[config.mk]
export PLATFORM = sky130hd
export DESIGN_NAME = crc32_with_shadow_digest_unit
export DESIGN_NICKNAME = d
export VERILOG_FILES = /design/src/design/cswd_pkg.sv /design/src/design/cswd_cfg_regs.sv /design/src/design/cswd_crc_next.sv /design/src/design/crc32_with_shadow_digest_unit.sv
export SDC_FILE = /design/constraint.sdc
export NUM_CORES = 1
export LEC_CHECK = 0
export ABC_AREA = 1
export BUFFER_PORTS_ARGS = -buffer_cell sky130_fd_sc_hd__clkbuf_2
export CORE_MARGIN = 8
export CORE_UTILIZATION = 60
export CTS_CLUSTER_DIAMETER = 150
export DETAILED_ROUTE_END_ITERATION = 7
export GPL_ROUTABILITY_DRIVEN = 0
export GPL_TIMING_DRIVEN = 1
export HOLD_SLACK_MARGIN = 0.02
export PLACE_DENSITY = 0.79
export RECOVER_POWER = 25
export SETUP_SLACK_MARGIN = 0.4
export SKIP_CTS_REPAIR_TIMING = 1
export SKIP_LAST_GASP = 1
export SYNTH_ARGS = -nofsm -noshare
export SYNTH_HDL_FRONTEND = slang
export SYNTH_SLANG_ARGS = --single-unit
export TNS_END_PERCENT = 20
[constraint.sdc]
create_clock -name clk_i -period 10.07 [get_ports clk_i]
set_clock_uncertainty 0.15 [all_clocks]
set_input_delay 0.5035 -clock clk_i [delete_from_list [all_inputs] [get_ports clk_i]]
set_output_delay 0.5035 -clock clk_i [all_outputs]
set_load 0.005 [all_outputs]
[src/design/cswd_pkg.sv]
`default_nettype none

package cswd_pkg;

  localparam int unsigned CrcW      = 32;
  localparam int unsigned ByteW     = 8;
  localparam int unsigned HistDepth = 4;
  localparam int unsigned ShadowW   = 3;
  localparam int unsigned CfgAddrW  = 3;
  localparam int unsigned DigestW   = 64;
  localparam int unsigned OutDataW  = CrcW + DigestW;

  localparam logic [CrcW-1:0] PolyRst    = 32'h04C1_1DB7;
  localparam logic [CrcW-1:0] InitRst    = 32'hFFFF_FFFF;
  localparam logic [CrcW-1:0] XorOutRst  = 32'hFFFF_FFFF;
  localparam logic [ShadowW-1:0] HistDepthCode = ShadowW'(HistDepth);

  typedef enum logic [CfgAddrW-1:0] {
    CFG_POLY        = 3'd0,
    CFG_INIT_VALUE  = 3'd1,
    CFG_XOR_OUT     = 3'd2,
    CFG_AUG_MODE    = 3'd3,
    CFG_SHADOW_SIZE = 3'd4
  } cfg_addr_e;

  typedef enum logic {
    CMD_RESTART = 1'b0,
    CMD_ABSORB  = 1'b1
  } cmd_e;

  typedef struct packed {
    logic [CrcW-1:0]    poly;
    logic [CrcW-1:0]    init_value;
    logic [CrcW-1:0]    xor_out;
    logic               augmented_mode;
    logic [ShadowW-1:0] shadow_size;
  } cfg_t;

endpackage

`default_nettype wire

[src/design/cswd_cfg_regs.sv]
`default_nettype none

module cswd_cfg_regs
  import cswd_pkg::*;
(
  input  wire logic                clk_i,
  input  wire logic                rst_ni,
  input  wire logic                cfg_we_i,
  input  wire logic [CfgAddrW-1:0] cfg_addr_i,
  input  wire logic [CrcW-1:0]     cfg_wdata_i,
  output cfg_t                     cfg_o
);

  cfg_t cfg_q, cfg_d;

  always_comb begin
    cfg_d = cfg_q;
    if (cfg_we_i) begin
      case (cfg_addr_e'(cfg_addr_i))
        CFG_POLY:        cfg_d.poly           = cfg_wdata_i;
        CFG_INIT_VALUE:  cfg_d.init_value     = cfg_wdata_i;
        CFG_XOR_OUT:     cfg_d.xor_out        = cfg_wdata_i;
        CFG_AUG_MODE:    cfg_d.augmented_mode = cfg_wdata_i[0];
        CFG_SHADOW_SIZE: cfg_d.shadow_size    = cfg_wdata_i[ShadowW-1:0];
        default:         cfg_d = cfg_q;
      endcase
    end
  end

  always_ff @(posedge clk_i or negedge rst_ni) begin
    if (!rst_ni) begin
      cfg_q.poly           <= PolyRst;
      cfg_q.init_value     <= InitRst;
      cfg_q.xor_out        <= XorOutRst;
      cfg_q.augmented_mode <= 1'b0;
      cfg_q.shadow_size    <= '0;
    end else begin
      cfg_q <= cfg_d;
    end
  end

  assign cfg_o = cfg_q;

endmodule

`default_nettype wire

[src/design/cswd_crc_next.sv]
`default_nettype none

module cswd_crc_next
  import cswd_pkg::*;
(
  input  wire logic [CrcW-1:0]  poly_i,
  input  wire logic             aug_mode_i,
  input  wire logic [CrcW-1:0]  crc_i,
  input  wire logic [ByteW-1:0] byte_i,
  output logic      [CrcW-1:0]  crc_o
);

  logic [CrcW-1:0] direct_crc;
  logic [CrcW-1:0] aug_crc;

  // table form: entry for (top byte ^ data) built by eight shift steps
  always_comb begin
    logic [CrcW-1:0] r;
    r = {crc_i[CrcW-1 -: ByteW] ^ byte_i, {(CrcW-ByteW){1'b0}}};
    for (int i = 0; i < ByteW; i++) begin
      r = r[CrcW-1] ? ({r[CrcW-2:0], 1'b0} ^ poly_i) : {r[CrcW-2:0], 1'b0};
    end
    direct_crc = r ^ {crc_i[CrcW-ByteW-1:0], {ByteW{1'b0}}};
  end

  // augmented form: data bits enter at the low end, msb first
  always_comb begin
    logic [CrcW-1:0] c;
    c = crc_i;
    for (int i = 0; i < ByteW; i++) begin
      c = {c[CrcW-2:0], byte_i[ByteW-1-i]} ^ (c[CrcW-1] ? poly_i : '0);
    end
    aug_crc = c;
  end

  assign crc_o = aug_mode_i ? aug_crc : direct_crc;

endmodule

`default_nettype wire

[src/design/crc32_with_shadow_digest_unit.sv]
// MSB-first 32-bit CRC engine with a short digest of recent CRC top bytes.
//
// Input stream (s_axis): one beat per command. tuser carries cmd (restart or
// absorb), tdata[7:0] the data byte. A restart reloads init_value and clears
// the top-byte history; an absorb folds one byte into the CRC.
// Output stream (m_axis): exactly one beat per input beat, in order. tdata
// holds crc in bits 31:0 and the 64-bit digest in bits 95:32.
// Configuration: plain write port (cfg_we_i, cfg_addr_i, cfg_wdata_i), to be
// written only while no beats are in flight.
//
// Timing: an input register feeds the byte-wide CRC network, whose result is
// written to CRC state and output register in the same cycle, so a beat
// passes both registers to m_axis. One beat per clock is sustained while m_axis
// is ready; the limit is the eight-step XOR network feeding the CRC register.
// Stall: while an output beat waits, the input register still takes one
// beat; s_axis_tready_o drops only when both stages are full.
// Reset: CRC state takes the reset init value, history clears, config regs
// take their reset values and both stages empty.
`default_nettype none

module crc32_with_shadow_digest_unit
  import cswd_pkg::*;
(
  input  wire logic                clk_i,
  input  wire logic                rst_ni,
  input  wire logic                s_axis_tvalid_i,
  output logic                     s_axis_tready_o,
  input  wire logic [ByteW-1:0]    s_axis_tdata_i,  // data_byte
  input  wire logic                s_axis_tuser_i,  // cmd
  output logic                     m_axis_tvalid_o,
  input  wire logic                m_axis_tready_i,
  output logic      [OutDataW-1:0] m_axis_tdata_o,  // crc, digest
  input  wire logic                cfg_we_i,
  input  wire logic [CfgAddrW-1:0] cfg_addr_i,
  input  wire logic [CrcW-1:0]     cfg_wdata_i
);

  cfg_t cfg;

  cswd_cfg_regs u_cfg (
    .clk_i       (clk_i),
    .rst_ni      (rst_ni),
    .cfg_we_i    (cfg_we_i),
    .cfg_addr_i  (cfg_addr_i),
    .cfg_wdata_i (cfg_wdata_i),
    .cfg_o       (cfg)
  );

  logic             in_valid_q;
  cmd_e             in_cmd_q;
  logic [ByteW-1:0] in_byte_q;
  logic             out_valid_q;
  logic [OutDataW-1:0] out_data_q, out_data_d;

  logic [CrcW-1:0] crc_q, crc_d, crc_next;
  logic [HistDepth-1:0][ByteW-1:0] hist_q, hist_d;
  logic [ShadowW-1:0] shown;
  logic [DigestW-1:0] digest_d;
  logic [CrcW-1:0] crc_out;
  logic stall, fire, s_acc;

  assign stall           = out_valid_q && !m_axis_tready_i;
  assign s_axis_tready_o = !in_valid_q || !stall;
  assign s_acc           = s_axis_tvalid_i && s_axis_tready_o;
  assign fire            = in_valid_q && !stall;

  always_ff @(posedge clk_i or negedge rst_ni) begin
    if (!rst_ni) begin
      in_valid_q <= 1'b0;
    end else if (s_axis_tready_o) begin
      in_valid_q <= s_axis_tvalid_i;
    end
  end

  always_ff @(posedge clk_i) begin
    if (s_acc) begin
      in_cmd_q  <= cmd_e'(s_axis_tuser_i);
      in_byte_q <= s_axis_tdata_i;
    end
  end

  cswd_crc_next u_crc_next (
    .poly_i     (cfg.poly),
    .aug_mode_i (cfg.augmented_mode),
    .crc_i      (crc_q),
    .byte_i     (in_byte_q),
    .crc_o      (crc_next)
  );

  always_comb begin
    if (in_cmd_q == CMD_ABSORB) begin
      crc_d     = crc_next;
      hist_d[0] = crc_next[CrcW-1 -: ByteW];
      for (int k = 1; k < HistDepth; k++) begin
        hist_d[k] = hist_q[k-1];
      end
    end else begin
      crc_d  = cfg.init_value;
      hist_d = '0;
    end
  end

  // sizes above the history depth show the whole history
  assign shown   = (cfg.shadow_size > HistDepthCode) ? HistDepthCode : cfg.shadow_size;
  assign crc_out = crc_d ^ cfg.xor_out;

  always_comb begin
    digest_d = '0;
    digest_d[CrcW-1:0] = crc_out;
    for (int k = 0; k < HistDepth; k++) begin
      if (ShadowW'(k) < shown) begin
        digest_d[CrcW + ByteW*k +: ByteW] = hist_d[k];
      end
    end
    out_data_d = {digest_d, crc_out};
  end

  always_ff @(posedge clk_i or negedge rst_ni) begin
    if (!rst_ni) begin
      crc_q  <= InitRst;
      hist_q <= '0;
    end else if (fire) begin
      crc_q  <= crc_d;
      hist_q <= hist_d;
    end
  end

  always_ff @(posedge clk_i or negedge rst_ni) begin
    if (!rst_ni) begin
      out_valid_q <= 1'b0;
    end else if (!stall) begin
      out_valid_q <= in_valid_q;
    end
  end

  always_ff @(posedge clk_i) begin
    if (fire) begin
      out_data_q <= out_data_d;
    end
  end

  assign m_axis_tvalid_o = out_valid_q;
  assign m_axis_tdata_o  = out_data_q;

endmodule

`default_nettype wire

==> impl_metrics.toml, run 1 <==
[run_status]
status = "finished, violations left"
violations = "capacitance limit, slew limit"

[critical_path]
r2r-start = "crc_q[31]$_DFFE_PN1P_"
slowest_delay_ns = 1.12
cp_top_family = "simple AND/OR/NAND/NOR gates"
critical_path.cell_chain = "nand3_1 -> nand2_2 -> clkinv_1 -> nand3_2 -> nand2_2 -> nor2_2 -> nand2_2 -> nand3_2 -> nand2_1 -> nand2_2 -> nand3_2 -> nand2_4 -> nand3_1 -> nand2_2 -> nand3_1 -> nand3_1 -> nand2_1 -> nand3_1 -> nand2_1 -> inv_2 -> nand2_2 -> nand3_1 -> nand2_1"
crit_slowest_cell = "nand3_1"
path_buf_inv = 2
endpoint_kind = "register"
startpoint_type = "register"
cp_data_arrival_time_ns = 8.88
rr_worst_depth = 23
r2r-end = "m_axis_tdata_o[58]$_DFFE_PP_"
critPathCapture = "m_axis_tdata_o[58]$_DFFE_PP_"
reg2reg_setup_slack_ns = 1.31
path_depth = 23
crit_type = "register to register"
crit_required_ns = 10.19
crit_fanout = 65
startpoint = "crc_q[31]$_DFFE_PN1P_"

[timing]
relSlewSlack = -2.246
hold_ws_ns = 0.04465
hold_viol = 0
setup_tns_ns = 0
slew_viol_final = 209
period_share = 0.8697
layout_min_cycle_time_ns = 8.758
fmax_mhz = 114.2
rsz0062_at_grt = "false"
finalSetupViolCount = 0
tightest_slew_ns = 4.870

[yosys]
synth_cell_types = 32
synth_enable_flop_cells = 73
async_reset_ff_frac = 0.6840
synth-seq-cells = 231
synth_area_mm2 = 0.02108
synthesis.nets = 3596
syn_area_per_cell_um2 = 5.942
synth_top_flop_cell = "dfstp_2"
seq_area_frac_synth = 0.2981
yosysWarnings = 0
synth_cells = 3547

[routing]
drc = 0
drt-initial-drc-count = 1875
wl_um = 67050
dr.pass1.iters = 6
ant_nets = 0
viasPerCell = 5.717
wl_per_cell_um = 16.88
via_count = 22710

[power_and_ir_drop]
ir_worst_vdd_uv = 325.9
leakage_nw = 11.82
powerDensity_mw_per_mm2 = 388.6

[clock_tree]
cts-htree-levels = 1
numCtsBuffers = 23
clockRootBuffer = "clkbuf_16"
clk-insertion-delay-late_ns = 0.52
cts_max_path_buffers = 3
tritoncts = "yes"
clk_pin_slew_ns = 0.06
cts_num_sinks = 231

[grt]
antenna_found_initial = 0
grt_max_degree = 91
grt_overflow_total = 0
grt_use_total = 0.3176
grt_pass1_wl_um = 108000
first_global_vias = 21370

[hold_path]
min_path_type = "primary input to register"

[floorplanning]
fp.dieW_um = 203.4
start_util = 0.6101
core_area_mm2 = 0.03454
placement_rows = 68
dieArea_mm2 = 0.04138
die_y_um = 203.4
io_pins = 147

[place]
port_buffers = 146
place_hpwl_um = 46570

[cells_and_area]
area_delta_synth_final_pct = 4.969
diodes = 0
multiInputGateArea_mm2 = 0.01195
seqCellArea_mm2 = 0.006284
drive_gt1_frac = 0.1063
fin_nets = 3549
num-fill-cells = 3164

[job]
drv_cap = 3
-- cells by family (layout without fill, tap and decap cells) --
| logic type | after synthesis | count (layout) | share of synthesized area |
|---|---|---|---|
| AO/OA/AOI/OAI | 195 | 195 | 0.04690 |
| XOR/XNOR | 144 | 144 | 0.05984 |
| buffers and inverters | 682 | 652 | 0.1363 |
| flip-flops | 231 | 231 | 0.2981 |
| AND/OR/NAND/NOR | 2295 | 2295 | 0.4588 |
-- worst register-to-register path, cell delays in order (launching register included) --
cell and delay (ns):
dfstp_2 1.00, nand3_1 0.19, nand2_2 0.57, clkinv_1 0.22, nand3_2 0.15, nand2_2 0.54
nor2_2 0.29, nand2_2 0.61, nand3_2 0.36, nand2_1 0.10, nand2_2 0.77, nand3_2 0.18
nand2_4 0.49, nand3_1 0.18, nand2_2 0.50, nand3_1 1.12, nand3_1 0.38, nand2_1 0.10
nand3_1 0.10, nand2_1 0.10, inv_2 0.13, nand2_2 0.09, nand3_1 0.11, nand2_1 0.07
-- cell usage in the layout, fill, tap and decap left out, drive strengths merged --
cell	n
nand3	536
nand2	1530
clkinv	6
nand4	61
nor3	1
dfstp	110
inv	431
or2	3
nand2b	1
xor2	90
buf	23
o21bai	2
dlygate4sd3	9
bufinv	1
a21oi	22
o21ai	171
nand3b	15
nor2	148
clkbuf	182
edfxtp	73
xnor2	54
dfrtp	48
-- cells in the mapped netlist, types with 54 or more instances --
cell type,instances,area share
xor2_1,90,0.037
nand3_1,525,0.12
o21ai_0,159,0.038
clkbuf_1,114,0.020
buf_2,56,0.013
dfstp_2,110,0.14
nand2_1,1503,0.27
xnor2_1,54,0.022
nor2_1,146,0.026
buf_4,54,0.019
edfxtp_1,73,0.10
nand4_1,61,0.018
inv_1,413,0.074
-- power by group --
| group | internal, mW | leakage (nW) | switching, mW |
|---|---|---|---|
| Sequential | 1.34 | 2.49 | 0.376 |
| Clock | 0.467 | 0.349 | 0.364 |
| Combinational | 1.83 | 8.98 | 4.22 |
| Total | 3.64 | 11.8 | 4.96 |
-- registers in the layout, indices dropped and copies added (netlist names) --
register         count
crc_q               32
hist_q              24
in_byte_q            8
in_cmd_q             1
in_valid_q           1
m_axis_tdata_o      64
m_axis_tvalid_o      1
u_cfg.cfg_o        100
-- metrics by stage --
stage	utilization	cells	power, mW	instance area, um^2	worst slack, ns
6_report	0.6405	3972	8.598	22120	1.312
5_1_grt	0.6405	3972	9.439	22120	0.5991
4_1_cts	0.6385	3963	8.470	22050	1.721
3_5_place_dp	0.6179	3921	7.609	21350	1.791
3_3_place_gp	0.6179	3921	7.396	21350	2.022
2_1_floorplan	-	3547	6.371	21080	6.663
-- layout make-up --
| class | count | area share |
|---|---|---|
| multi-input cells | 2634 | 0.5400 |
| flip-flops and latches | 231 | 0.2840 |
| inverters | 430 | 0.07318 |
| repair buffers | 180 | 0.04502 |
| clock buffers | 34 | 0.02879 |
| well taps | 455 | 0.02573 |
| clock inverters | 8 | 0.003280 |
-- layer usage --
metal / share of wire / routed length, um / global-route usage
met1: 0.37 / 25040 / 0.3800
met2: 0.47 / 31230 / 0.5393
met3: 0.098 / 6544 / 0.04649
met4: 0.063 / 4228 / 0.1860
met5: 0 / 0 / 0
-- worst min-delay path by stage --
stage / from / endpoint / slack (ns) / cells after the start
2_1_floorplan: rst_ni / hist_q[0]$_DFFE_PN0P_ / 0.06 / 0
3_3_place_gp: hist_q[14]$_DFFE_PN0P_ / hist_q[14]$_DFFE_PN0P_ / 0.32 / 2
3_5_place_dp: hist_q[20]$_DFFE_PN0P_ / hist_q[20]$_DFFE_PN0P_ / 0.33 / 2
4_1_cts: rst_ni / u_cfg.cfg_o[99]$_DFFE_PN0P_ / -0.06 / 1
5_1_grt: s_axis_tdata_i[4] / in_byte_q[4]$_DFFE_PP_ / 0.06 / 1
6_report: s_axis_tdata_i[4] / in_byte_q[4]$_DFFE_PP_ / 0.04 / 1
Note: power is estimated with default switching activity, not from simulation.
==> inputs of run 2 (changes only) <==
--- a/config.mk
+++ b/config.mk
@@ -14,7 +14,7 @@
 export GPL_ROUTABILITY_DRIVEN = 0
 export GPL_TIMING_DRIVEN = 1
 export HOLD_SLACK_MARGIN = 0.02
-export PLACE_DENSITY = 0.79
+export PLACE_DENSITY_LB_ADDON = 0.3
 export RECOVER_POWER = 25
 export SETUP_SLACK_MARGIN = 0.4
 export SKIP_CTS_REPAIR_TIMING = 1
==> run 2 against run 1 <==
Against the previous run:
- the flow still finishes with violations (capacitance limit, slew limit)
- clock-buffer cell count stayed put
- sequential power hardly changed
- flip-flop and latch count stayed put
- register-to-register slack worse by 0.04 ns
- sequential share of layout area is 0.087 points higher
- critical path type unchanged
- highest routed layer unchanged
==> impl_metrics.toml, run 2 (synthesis results as in run 1) <==
[critical_path]
r2r-end = "m_axis_tdata_o[59]$_DFFE_PP_"
slowest_delay_ns = 1.09
crit_slowest_cell = "nand3_1"
crit_required_ns = 10.18
cp_data_arrival_time_ns = 8.91
startpoint_type = "register"
reg2reg_setup_slack_ns = 1.27
crit_fanout = 65
cp_top_family = "simple AND/OR/NAND/NOR gates"
path_buf_inv = 2
r2r-start = "crc_q[31]$_DFFE_PN1P_"
critical_path.cell_chain = "nand3_1 -> nand2_2 -> clkinv_1 -> nand3_2 -> nand2_2 -> nor2_2 -> nand2_2 -> nand3_2 -> nand2_1 -> nand2_2 -> nand3_2 -> nand2_4 -> nand3_1 -> nand2_2 -> nand3_1 -> nand3_1 -> nand2_1 -> nand3_1 -> nand2_1 -> inv_1 -> nand2_2 -> nand3_1 -> nand2_1"
endpoint_kind = "register"
rr_worst_depth = 23
crit_type = "register to register"

[clock_tree]
numCtsBuffers = 23
clockRootBuffer = "clkbuf_16"
cts_num_sinks = 231
cts_max_path_buffers = 3
cts-htree-levels = 1
tritoncts = "yes"
clk-insertion-delay-late_ns = 0.52
clk_pin_slew_ns = 0.07

[routing]
wl_per_cell_um = 17.07
dr.pass1.iters = 6
viasPerCell = 5.725
drc = 0
via_count = 22710
wl_um = 67690
drt-initial-drc-count = 2502
ant_nets = 0

[job]
drv_cap = 3

[hold_path]
min_path_type = "primary input to register"
hold_path_end = "in_byte_q[0]$_DFFE_PP_"
min_path_cells = 1
min_from = "s_axis_tdata_i[0]"

[power_and_ir_drop]
swShare = 0.5784
ir_worst_vdd_uv = 289.7
power.net_switching_mw = 4.995
pwr-share-seq = 0.197
leakage_nw = 11.78
power.total_mw = 8.637
p_comb_frac = 0.707
internal_power_mw = 3.642
power_frac_clock = 0.096
powerDensity_mw_per_mm2 = 391.6

[cells_and_area]
fin_nets = 3544
mostFrequentLayoutCells = "nand2_1, nand3_1, inv_1"
drive_gt1_frac = 0.1062
diodes = 0
area_delta_synth_final_pct = 4.648
final_common_cell = "nand2_1"
largest_reg_flops = 100

[place]
place_hpwl_um = 46410
port_buffers = 146

[timing]
hold_viol = 0
relSlewSlack = -1.789
rsz0062_at_grt = "false"
setup_tns_ns = 0
tightest_slew_ns = 4.184
period_share = 0.8740
slew_viol_final = 196
layout_min_cycle_time_ns = 8.801
hold_ws_ns = 0.01182
finalSetupViolCount = 0
fmax_mhz = 113.6

[grt]
grt_use_total = 0.3188
antenna_found_initial = 0
first_global_vias = 21260
grt_overflow_total = 0
grt_pass1_wl_um = 108500
grt_max_degree = 83

[run_status]
violations = "capacitance limit, slew limit"
status = "finished, violations left"

[floorplanning]
die_y_um = 203.4
placement_rows = 68
core_area_mm2 = 0.03454
fp.dieW_um = 203.4
start_util = 0.6101
io_pins = 147
dieArea_mm2 = 0.04138
-- run 2: changes by cell type in the layout (fill, tap and decap cells not counted), moves of 2 or more --
cell           delta
buf_4             +3
inv_4             -2
clkinv_1          +3
clkinv_2          -2
dlygate4sd3_1     -8
-- run 2: final cells by class --
cell class,instances,area [um^2]
repair buffers,175,937.1
fillers,3118,12490
inverters,430,1618
clock inverters,7,62.56
flip-flops and latches,231,6284
well taps,455,569.3
clock buffers,34,636.9
multi-input cells,2634,11950
-- run 2: how the worst max path moves through the flow --
stage / from / to / slack (ns) / depth (start not counted)
detailed placement: crc_q[31]$_DFFE_PN1P_ / m_axis_tdata_o[32]$_DFFE_PP_ / 1.67 / 23
CTS: crc_q[31]$_DFFE_PN1P_ / m_axis_tdata_o[32]$_DFFE_PP_ / 1.62 / 23
global placement: crc_q[31]$_DFFE_PN1P_ / m_axis_tdata_o[32]$_DFFE_PP_ / 2.06 / 23
global route: crc_q[31]$_DFFE_PN1P_ / m_axis_tdata_o[32]$_DFFE_PP_ / 0.62 / 23
floorplan: crc_q[31]$_DFFE_PN1P_ / m_axis_tdata_o[32]$_DFFE_PP_ / 6.66 / 30
finish: crc_q[31]$_DFFE_PN1P_ / m_axis_tdata_o[59]$_DFFE_PP_ / 1.27 / 23
-- run 2: per-stage QoR --
step           instance area (um^2)  std cells  utilization  setup WS, ns
2_1_floorplan                 21080       3547            -         6.663
3_3_place_gp                  21370       3924       0.6186         2.065
3_5_place_dp                  21370       3924       0.6186         1.671
4_1_cts                       22070       3965       0.6388         1.620
5_1_grt                       22060       3966       0.6385        0.6173
6_report                      22060       3966       0.6385         1.269
-- run 2: power groups by stage --
stage	sequential [mW]	clock (mW)	combinational, mW
after floorplan	1.48	0	4.89
after global placement	1.69	0	5.68
after detailed placement	1.70	0	5.92
after CTS	1.69	0.832	5.96
after global routing	1.72	0.865	6.87
final	1.70	0.827	6.11
-- run 2: routing by layer --
metal	routed length [um]	GRT usage
met1	25700	0.3901
met3	6255	0.04300
met4	4019	0.1834
met5	0	0
met2	31720	0.5351
